[src/hw/rtl/rsu_pkg.sv]
// Shared types, constants and conversion functions for the RTC snapshot converter.
package rsu_pkg;

    // Configuration port geometry and register indexes.
    localparam int CFG_IDX_W  = 1;
    localparam int CFG_DATA_W = 14;
    localparam logic [CFG_IDX_W-1:0] CFG_CENTURY_PRESENT = 1'b0;
    localparam logic [CFG_IDX_W-1:0] CFG_REF_YEAR        = 1'b1;

    // Reset values of the configuration registers.
    localparam logic        RST_CENTURY_PRESENT = 1'b0;
    localparam logic [13:0] RST_REF_YEAR        = 14'd2024;
    localparam logic [7:0]  RST_REF_CENT        = 8'd20;

    // Calendar constants.
    localparam logic [14:0] EPOCH_YEAR         = 15'd1970;
    localparam logic [23:0] LEAPS_BEFORE_EPOCH = 24'd477;
    localparam logic [16:0] SEC_PER_DAY        = 17'd86400;
    localparam logic [11:0] SEC_PER_HOUR       = 12'd3600;
    localparam logic [5:0]  SEC_PER_MIN        = 6'd60;
    localparam int          HOUR_PM_BIT        = 7;

    // Days elapsed before the first of each month, indexed by months done.
    localparam logic [8:0] CUM_DAYS [13] = '{
        9'd0, 9'd31, 9'd59, 9'd90, 9'd120, 9'd151, 9'd181,
        9'd212, 9'd243, 9'd273, 9'd304, 9'd334, 9'd365
    };

    // Live configuration seen by the datapath.
    typedef struct packed {
        logic        cen_present;
        logic [13:0] cur_year;
        logic [7:0]  cur_cent;
    } t_cfg;

    // Decoded fields with the full year and the time of day in seconds.
    typedef struct packed {
        logic [7:0]  sec;
        logic [7:0]  min;
        logic [7:0]  hr;
        logic [7:0]  day;
        logic [7:0]  mon;
        logic [14:0] year;
        logic [19:0] tod;
    } t_cal;

    // Decoded fields with the day count since the epoch plus one.
    typedef struct packed {
        logic [7:0]  sec;
        logic [7:0]  min;
        logic [7:0]  hr;
        logic [7:0]  day;
        logic [7:0]  mon;
        logic [14:0] year;
        logic [19:0] tod;
        logic [23:0] days;
    } t_day;

    // Two BCD digits to binary; nibbles above nine are taken as they are.
    function automatic logic [7:0] bcd_to_bin(input logic [7:0] v);
        logic [7:0] hi;
        hi = {4'b0, v[7:4]};
        return {4'b0, v[3:0]} + (hi << 3) + (hi << 1);
    endfunction

    // Hour byte from BCD, tens from bits 6..4, PM flag kept in bit 7.
    function automatic logic [7:0] bcd_hour(input logic [7:0] v);
        logic [6:0] hi;
        logic [6:0] lo;
        hi = {4'b0, v[6:4]};
        lo = {3'b0, v[3:0]} + (hi << 3) + (hi << 1);
        return {v[HOUR_PM_BIT], lo};
    endfunction

    // PM hour to 24-hour form: ((h & 0x7F) + 12) mod 24 by three trial subtracts.
    function automatic logic [7:0] hour_fold(input logic [7:0] h);
        logic [7:0] x;
        x = {1'b0, h[6:0]} + 8'd12;
        if (x >= 8'd96) x = x - 8'd96;
        if (x >= 8'd48) x = x - 8'd48;
        if (x >= 8'd24) x = x - 8'd24;
        return x;
    endfunction

    // Floor of v / 100 as (v / 4) / 25 through a reciprocal, exact for 15-bit v.
    function automatic logic [8:0] div100(input logic [14:0] v);
        logic [25:0] p;
        p = {13'b0, v[14:2]} * 26'd5243;
        return p[25:17];
    endfunction

endpackage

[src/hw/rtl/rtc_snapshot_to_unix_time_core.sv]
// A snapshot taken at a start edge moves through r_s1, r_s2, r_s3, r_s4 and r_done and
// is then strobed on o_done; the result is taken at the edge that ends the strobe.
// Throughput: one snapshot per cycle; o_busy stays low and results cannot be held off.
// The five stages are decode, year, century quotients, day count and the seconds multiply.
// Synchronous active-low reset empties the pipeline, clears the century flag and sets
// the reference year to 2024; the configuration port takes a transfer in every cycle.
module rtc_snapshot_to_unix_time_core (
    input  logic                           i_clk,
    input  logic                           i_rst_n,
    input  logic                           i_start,
    output logic                           o_busy,
    input  logic [7:0]                     i_raw_second,
    input  logic [7:0]                     i_raw_minute,
    input  logic [7:0]                     i_raw_hour,
    input  logic [7:0]                     i_raw_day,
    input  logic [7:0]                     i_raw_month,
    input  logic [7:0]                     i_raw_year,
    input  logic [7:0]                     i_raw_century,
    input  logic                           i_binary_mode,
    input  logic                           i_hour_24_mode,
    input  logic                           i_cfg_valid,
    output logic                           o_cfg_ready,
    input  logic [rsu_pkg::CFG_IDX_W-1:0]  i_cfg_index,
    input  logic [rsu_pkg::CFG_DATA_W-1:0] i_cfg_data,
    output logic                           o_done,
    output logic [31:0]                    o_unix_time,
    output logic [7:0]                     o_out_second,
    output logic [7:0]                     o_out_minute,
    output logic [7:0]                     o_out_hour,
    output logic [7:0]                     o_out_day,
    output logic [7:0]                     o_out_month,
    output logic [14:0]                    o_full_year
);
    import rsu_pkg::*;

    t_cfg        cfg;
    logic        cal_vld;
    t_cal        cal;
    logic        day_vld;
    t_day        day;
    logic [40:0] day_secs;
    logic [31:0] n_unix;
    logic        r_done;
    logic [31:0] r_unix;
    t_day        r_out;

    // The pipeline never stalls.
    assign o_busy = 1'b0;

    rsu_cfg u_cfg (
        .i_clk       (i_clk),
        .i_rst_n     (i_rst_n),
        .i_cfg_valid (i_cfg_valid),
        .o_cfg_ready (o_cfg_ready),
        .i_cfg_index (i_cfg_index),
        .i_cfg_data  (i_cfg_data),
        .o_cfg       (cfg)
    );

    rsu_decode u_decode (
        .i_clk          (i_clk),
        .i_rst_n        (i_rst_n),
        .i_accept       (i_start && !o_busy),
        .i_raw_second   (i_raw_second),
        .i_raw_minute   (i_raw_minute),
        .i_raw_hour     (i_raw_hour),
        .i_raw_day      (i_raw_day),
        .i_raw_month    (i_raw_month),
        .i_raw_year     (i_raw_year),
        .i_raw_century  (i_raw_century),
        .i_binary_mode  (i_binary_mode),
        .i_hour_24_mode (i_hour_24_mode),
        .i_cfg          (cfg),
        .o_valid        (cal_vld),
        .o_cal          (cal)
    );

    rsu_days u_days (
        .i_clk   (i_clk),
        .i_rst_n (i_rst_n),
        .i_valid (cal_vld),
        .i_cal   (cal),
        .o_valid (day_vld),
        .o_day   (day)
    );

    // Final stage: seconds of whole days plus time of day, less one day, modulo 2^32.
    always_comb begin
        day_secs = {17'b0, day.days} * {24'b0, SEC_PER_DAY};
        n_unix   = day_secs[31:0] + {12'b0, day.tod} - {15'b0, SEC_PER_DAY};
    end

    always_ff @(posedge i_clk) begin
        if (!i_rst_n) begin
            r_done <= 1'b0;
        end else begin
            r_done <= day_vld;
        end
    end

    always_ff @(posedge i_clk) begin
        r_unix <= n_unix;
        r_out  <= day;
    end

    assign o_done       = r_done;
    assign o_unix_time  = r_unix;
    assign o_out_second = r_out.sec;
    assign o_out_minute = r_out.min;
    assign o_out_hour   = r_out.hr;
    assign o_out_day    = r_out.day;
    assign o_out_month  = r_out.mon;
    assign o_full_year  = r_out.year;

endmodule

[src/hw/rtl/rsu_cfg.sv]
// Configuration registers and the derived century of the reference year.
module rsu_cfg (
    input  logic                         i_clk,
    input  logic                         i_rst_n,
    input  logic                         i_cfg_valid,
    output logic                         o_cfg_ready,
    input  logic [rsu_pkg::CFG_IDX_W-1:0]  i_cfg_index,
    input  logic [rsu_pkg::CFG_DATA_W-1:0] i_cfg_data,
    output rsu_pkg::t_cfg                o_cfg
);
    import rsu_pkg::*;

    logic        r_cen_present;
    logic [13:0] r_cur_year;
    logic [7:0]  r_cur_cent;
    logic [8:0]  n_cur_cent;

    // The register file takes a transfer in every cycle.
    assign o_cfg_ready = 1'b1;

    // Register writes.
    always_ff @(posedge i_clk) begin
        if (!i_rst_n) begin
            r_cen_present <= RST_CENTURY_PRESENT;
            r_cur_year    <= RST_REF_YEAR;
        end else if (i_cfg_valid && o_cfg_ready) begin
            case (i_cfg_index)
                CFG_CENTURY_PRESENT: r_cen_present <= i_cfg_data[0];
                CFG_REF_YEAR:        r_cur_year    <= i_cfg_data[13:0];
                default: ;
            endcase
        end
    end

    // Century of the reference year, registered from the reference year register.
    assign n_cur_cent = div100({1'b0, r_cur_year});

    always_ff @(posedge i_clk) begin
        if (!i_rst_n) begin
            r_cur_cent <= RST_REF_CENT;
        end else begin
            r_cur_cent <= n_cur_cent[7:0];
        end
    end

    assign o_cfg = '{cen_present: r_cen_present, cur_year: r_cur_year, cur_cent: r_cur_cent};

endmodule

[src/hw/rtl/rsu_decode.sv]
// Front stages: BCD decode and hour fold, then full year and time of day.
module rsu_decode (
    input  logic          i_clk,
    input  logic          i_rst_n,
    input  logic          i_accept,
    input  logic [7:0]    i_raw_second,
    input  logic [7:0]    i_raw_minute,
    input  logic [7:0]    i_raw_hour,
    input  logic [7:0]    i_raw_day,
    input  logic [7:0]    i_raw_month,
    input  logic [7:0]    i_raw_year,
    input  logic [7:0]    i_raw_century,
    input  logic          i_binary_mode,
    input  logic          i_hour_24_mode,
    input  rsu_pkg::t_cfg i_cfg,
    output logic          o_valid,
    output rsu_pkg::t_cal o_cal
);
    import rsu_pkg::*;

    typedef struct packed {
        logic [7:0] sec;
        logic [7:0] min;
        logic [7:0] hr;
        logic [7:0] day;
        logic [7:0] mon;
        logic [7:0] yr;
        logic [7:0] cen;
    } t_dec;

    t_dec        n_s1;
    t_dec        r_s1;
    logic        r_s1_vld;
    t_cal        n_s2;
    t_cal        r_s2;
    logic        r_s2_vld;
    logic [7:0]  hr_dec;
    logic [14:0] year_cen;
    logic [14:0] year_ref;

    // Stage 1 input: decode each byte unless the clock runs in binary mode.
    always_comb begin
        if (i_binary_mode) begin
            n_s1 = '{sec: i_raw_second, min: i_raw_minute, hr: i_raw_hour,
                     day: i_raw_day, mon: i_raw_month, yr: i_raw_year,
                     cen: i_raw_century};
        end else begin
            n_s1 = '{sec: bcd_to_bin(i_raw_second), min: bcd_to_bin(i_raw_minute),
                     hr: bcd_hour(i_raw_hour), day: bcd_to_bin(i_raw_day),
                     mon: bcd_to_bin(i_raw_month), yr: bcd_to_bin(i_raw_year),
                     cen: bcd_to_bin(i_raw_century)};
        end
        hr_dec = n_s1.hr;
        if (!i_hour_24_mode && hr_dec[HOUR_PM_BIT]) begin
            n_s1.hr = hour_fold(hr_dec);
        end
    end

    always_ff @(posedge i_clk) begin
        if (!i_rst_n) begin
            r_s1_vld <= 1'b0;
        end else begin
            r_s1_vld <= i_accept;
        end
    end

    always_ff @(posedge i_clk) begin
        r_s1 <= n_s1;
    end

    // Stage 2 input: full year from the century byte or the reference year.
    always_comb begin
        year_cen = {7'b0, r_s1.yr} + {7'b0, r_s1.cen} * 15'd100;
        year_ref = {7'b0, r_s1.yr} + {7'b0, i_cfg.cur_cent} * 15'd100;
        if (year_ref < {1'b0, i_cfg.cur_year}) begin
            year_ref = year_ref + 15'd100;
        end
        n_s2.sec  = r_s1.sec;
        n_s2.min  = r_s1.min;
        n_s2.hr   = r_s1.hr;
        n_s2.day  = r_s1.day;
        n_s2.mon  = r_s1.mon;
        n_s2.year = i_cfg.cen_present ? year_cen : year_ref;
        n_s2.tod  = {12'b0, r_s1.hr} * {8'b0, SEC_PER_HOUR}
                  + {12'b0, r_s1.min} * {14'b0, SEC_PER_MIN}
                  + {12'b0, r_s1.sec};
    end

    always_ff @(posedge i_clk) begin
        if (!i_rst_n) begin
            r_s2_vld <= 1'b0;
        end else begin
            r_s2_vld <= r_s1_vld;
        end
    end

    always_ff @(posedge i_clk) begin
        r_s2 <= n_s2;
    end

    assign o_valid = r_s2_vld;
    assign o_cal   = r_s2;

endmodule

[src/hw/rtl/rsu_days.sv]
// Middle stages: century quotients, then the day count since the epoch.
module rsu_days (
    input  logic          i_clk,
    input  logic          i_rst_n,
    input  logic          i_valid,
    input  rsu_pkg::t_cal i_cal,
    output logic          o_valid,
    output rsu_pkg::t_day o_day
);
    import rsu_pkg::*;

    typedef struct packed {
        t_cal        cal;
        logic [12:0] n_div4;
        logic [8:0]  q_n;
        logic [8:0]  q_y;
        logic        after_epoch;
    } t_quo;

    t_quo        n_s3;
    t_quo        r_s3;
    logic        r_s3_vld;
    t_day        n_s4;
    t_day        r_s4;
    logic        r_s4_vld;
    logic [14:0] prev_year;
    logic        leap;
    logic [23:0] year_days;
    logic [12:0] mon_days;
    logic [3:0]  mon_done;

    // Stage 3 input: quotients by one hundred of the year and the year before.
    always_comb begin
        prev_year          = i_cal.year - 15'd1;
        n_s3.cal           = i_cal;
        n_s3.n_div4        = prev_year[14:2];
        n_s3.q_n           = div100(prev_year);
        n_s3.q_y           = div100(i_cal.year);
        n_s3.after_epoch   = (i_cal.year > EPOCH_YEAR);
    end

    always_ff @(posedge i_clk) begin
        if (!i_rst_n) begin
            r_s3_vld <= 1'b0;
        end else begin
            r_s3_vld <= i_valid;
        end
    end

    always_ff @(posedge i_clk) begin
        r_s3 <= n_s3;
    end

    // Stage 4 input: Gregorian year days, month days and the day of month.
    always_comb begin
        leap = (r_s3.cal.year[1:0] == 2'b00)
            && (({1'b0, r_s3.cal.year} != {7'b0, r_s3.q_y} * 16'd100)
                || (r_s3.q_y[1:0] == 2'b00));

        if (r_s3.after_epoch) begin
            year_days = 24'(r_s3.cal.year - EPOCH_YEAR) * 24'd365
                      + {11'b0, r_s3.n_div4} - {15'b0, r_s3.q_n}
                      + {17'b0, r_s3.q_n[8:2]} - LEAPS_BEFORE_EPOCH;
        end else begin
            year_days = '0;
        end

        // Months past December count 31 days each.
        mon_done = r_s3.cal.mon[3:0] - 4'd1;
        if (r_s3.cal.mon <= 8'd1) begin
            mon_days = '0;
        end else if (r_s3.cal.mon <= 8'd13) begin
            mon_days = {4'b0, CUM_DAYS[mon_done]}
                     + {12'b0, (leap && (r_s3.cal.mon >= 8'd3))};
        end else begin
            mon_days = 13'd365 + {12'b0, leap}
                     + {5'b0, r_s3.cal.mon - 8'd13} * 13'd31;
        end

        n_s4.sec  = r_s3.cal.sec;
        n_s4.min  = r_s3.cal.min;
        n_s4.hr   = r_s3.cal.hr;
        n_s4.day  = r_s3.cal.day;
        n_s4.mon  = r_s3.cal.mon;
        n_s4.year = r_s3.cal.year;
        n_s4.tod  = r_s3.cal.tod;
        n_s4.days = year_days + {11'b0, mon_days} + {16'b0, r_s3.cal.day};
    end

    always_ff @(posedge i_clk) begin
        if (!i_rst_n) begin
            r_s4_vld <= 1'b0;
        end else begin
            r_s4_vld <= r_s3_vld;
        end
    end

    always_ff @(posedge i_clk) begin
        r_s4 <= n_s4;
    end

    assign o_valid = r_s4_vld;
    assign o_day   = r_s4;

endmodule

[config.mk]
export PLATFORM = sky130hd
export DESIGN_NAME = rtc_snapshot_to_unix_time_core
export DESIGN_NICKNAME = d
export VERILOG_FILES = /design/src/hw/rtl/rsu_pkg.sv /design/src/hw/rtl/rtc_snapshot_to_unix_time_core.sv /design/src/hw/rtl/rsu_cfg.sv /design/src/hw/rtl/rsu_decode.sv /design/src/hw/rtl/rsu_days.sv
export SDC_FILE = /design/constraint.sdc
export NUM_CORES = 2
export LEC_CHECK = 0
export BUFFER_PORTS_ARGS = -buffer_cell sky130_fd_sc_hd__buf_2
export CAP_MARGIN = 20
export CORE_UTILIZATION = 60
export CTS_CLUSTER_SIZE = 14
export DETAILED_ROUTE_END_ITERATION = 6
export HOLD_SLACK_MARGIN = 0.06
export MAX_ROUTING_LAYER = met4
export PLACE_DENSITY = 0.78
export SETUP_SLACK_MARGIN = 0.1
export SLEW_MARGIN = 20
export SYNTH_ARGS = -nofsm -noshare
export SYNTH_HDL_FRONTEND = slang
export SYNTH_SLANG_ARGS = --single-unit
[constraint.sdc]
create_clock -name i_clk -period 17.15 [get_ports i_clk]
set_input_delay 0.8575 -clock i_clk [delete_from_list [all_inputs] [get_ports i_clk]]
set_output_delay 0.8575 -clock i_clk [all_outputs]
set_load 0.02 [all_outputs]
==> run_results.csv <==
group,metric,value,unit
detailed_routing,post_drt_wl_per_cell,15.11,µm
global_route,antenna_found_initial,0,
yosys,synth_nets,5035,
critical_path,cpMostUsedCell,"ha_1",
critical_path,critPathLaunchType,"flop",
timing,period_minus_slack,8117,ps
critical_path,slowest_delay,500,ps
hold_path,hold_class,"reg2reg",
timing,tightest_slew,1068,ps
yosys,synth_area,38260,µm²
finish,layout-drive-gt1-share,0.07507,
yosys,ys.flop_type,"dfxtp_1",
global_route,grt_max_degree,74,
detailed_routing,met1Wirelength,32810,µm
critical_path,critPathMaxFanout,5,
timing,final_max_slew_viol_count,0,
detailed_routing,first_iter_violations,788,
place,post-dp-hpwl,62140,µm
global_route,grt_usage,0.2416,
yosys,synthCells,3800,
place,dpl_worst_slack,9204,ps
floorplan,fp.dieW,254.5,µm
yosys,ys_top_cells_by_area,"ha_1 (26%), dfxtp_1 (23%), fa_1 (20%), inv_1 (8.2%), xnor2_1 (4.3%)",
floorplan,core_area,63080,µm²
clock_tree,cts-root-buf,"clkbuf_16",
critical_path,cp.required,17640,ps
timing,rsz0062_at_grt,"false",
flow_run,timing.max_cap.violations,0,
floorplan,num_rows,92,
clock_tree,clk_pin_slew,60,ps
finish,syn2layout_area_growth,8.808,%
detailed_routing,wl_met2,35690,µm
detailed_routing,via_per_inst,5.175,
yosys,synth_edf_count,0,
clock_tree,cts_buffer_depth,3,
detailed_routing,dr.max_layer_used,"met4",
critical_path,critPathKind,"reg2reg",
finish,num-nets-final,5219,
global_route,grt_pass1_wl,122400,µm
detailed_routing,ant_nets,0,
detailed_routing,route.vias.total,25200,
clock_tree,cts_buffers,49,
clock_tree,cts.sinks,444,
detailed_routing,dr.pass1.iters,5,
detailed_routing,drc,0,
timing,period_share,0.4733,
timing,fin_worst_skew,16.49,ps
yosys,synth_top_area_frac,0.2561,
clock_tree,cts.htree.levels,2,
yosys,synth.distinct_cells,91,
yosys,seq_area_frac_synth,0.2323,
timing,fin_setup_tns,0,ps
floorplan,ios,167,
timing,setup-violations-final,0,
critical_path,end_kind,"flop",
detailed_routing,wl_met3,2587,µm
critical_path,crit_slowest_cell,"o21ai_0",
run_status,status,"completed",
clock_tree,cts_tree,"yes",
global_route,grt_pass1_vias,25770,
critical_path,critPathTopFamily,"compound AO/OA/AOI/OAI gates",
clock_tree,clkLatencyLatePin,610,ps
clock_tree,post_cts_buffers,0,
floorplan,die-area,64780,µm²
timing,slew_headroom,0.2831,
detailed_routing,finalWirelength,73570,µm
floorplan,initial_core_util,0.6065,
yosys,syn_area_per_cell,10.07,µm²
clock_tree,hold_buffers,0,
timing,hold_violations,0,
critical_path,crit_arrival,8610,ps
timing,fmax,0.1232,GHz
yosys,async_flop_share,0,
clock_tree,cts_resized,0,
floorplan,chipHeight,254.5,µm
finish,diodes,0,
yosys,yosys_warnings,0,
timing,setup_ws,9033,ps
yosys,ys_ff_latch,444,
global_route,gr-total-overflow,0,
critical_path,path_buf_inv,1,
place,io_buffers,164,
place,place.gp.congestion,0.9090,
yosys,yosysTopAreaCell,"ha_1",
## final timing paths
| path | slack (ps) | from | end | depth (start not counted) |
|---|---|---|---|---|
| hold reg to reg | 320 | u_days.o_day[48] | o_full_year[4] | 0 |
| setup / recovery | 9030 | u_days.r_s3[2] | u_days.o_day[16] | 34 |
| setup reg to reg | 9030 | u_days.r_s3[2] | u_days.o_day[16] | 34 |
| hold / removal | 320 | u_days.o_day[48] | o_full_year[4] | 0 |
## worst reg2reg max path: cells and delay by family, from the launching register on
kind                     cells  cell delay (ps)
AO/OA/AOI/OAI               16             3700
XOR/XNOR                     1              180
adder cells (fa/ha/maj)      9             2540
buffers and inverters        1               70
flip-flops                   1              350
AND/OR/NAND/NOR              7             1170
## final cells by class
type,count,area (µm²)
tap,846,1059
clock buffer,59,1284
inverter,834,3131
clock inverter,31,332.8
multi-input combinational,2484,26060
fill,4984,21450
timing repair buffer,171,873.3
sequential,444,8889
## cell usage in the layout, fill, tap and decap left out, types with 18 or more instances in the layout
cell type,count
nand2b_1,18
nor2b_1,38
o21a_1,22
a211oi_1,21
o21ai_1,20
nand4_1,19
o21ai_0,82
xnor2_1,186
dfxtp_1,444
inv_1,834
nand2_1,137
or3_1,25
o21bai_1,25
fa_1,375
a21oi_1,133
o211ai_1,20
nor2_1,105
nor3_1,38
mux2_2,19
clkbuf_16,49
a21o_1,80
and3_1,20
xor2_1,83
nand3_1,32
ha_1,783
buf_2,164
## metrics by stage
| stage | hold slack, ps | instances | area, µm² | util |
|---|---|---|---|---|
| 2_1_floorplan | 309.6 | 3800 | 38260 | - |
| 3_3_place_gp | 309.9 | 4779 | 40010 | 0.6343 |
| 3_5_place_dp | 312.1 | 4779 | 40010 | 0.6343 |
| 4_1_cts | 307.0 | 4869 | 41630 | 0.6599 |
| 5_1_grt | 323.5 | 4869 | 41630 | 0.6599 |
| 6_report | 322.6 | 4869 | 41630 | 0.6599 |
## logic make-up (layout without fill, tap and decap cells)
logic type                 count (synthesis)  in the layout  share of synthesized area
adders and majority gates               1158           1158                     0.4523
buffers and inverters                    872           1095                    0.08651
AOI/OAI and AO/OA                        519            519                    0.08916
muxes                                     34             34                   0.009845
xor gates and xnor gates                 272            272                    0.06302
and+or+nand+nor                          499            499                    0.06662
DFF                                      444            444                     0.2323
other                                      2              2                  0.0001963
## cell usage after synthesis, drive strengths merged (25+ instances only)
cell	instances
a21o	80
a21oi	134
clkbuf	25
dfxtp	444
fa	375
ha	783
inv	834
nand2	137
nand3	32
nor2	105
nor2b	38
nor3	38
o21ai	102
o21bai	25
or3	25
xnor2	187
xor2	84
## sequential cells by signal, indices dropped and copies added (netlist names), 8 cells and up
register / cells
o_out_second: 8
o_out_hour: 8
u_decode.r_s1: 16
o_out_day: 8
o_out_minute: 8
u_days.n_s4: 73
o_full_year: 15
o_unix_time: 30
u_decode.o_cal: 73
u_cfg.r_cur_cent: 8
u_decode.n_s2: 40
o_out_month: 8
u_cfg.r_cur_year: 14
u_days.o_day: 97
u_days.r_s3: 32
## routing by layer
layer  GRT usage  up-vias
met4     0.08434        0
li1            -    12700
met2      0.4081      384
met5           -        -
met1      0.2973    11970
met3     0.03062      140
Power is not shown: default switching activity piles up to over one toggle a cycle in this logic, so the estimate is an artifact.
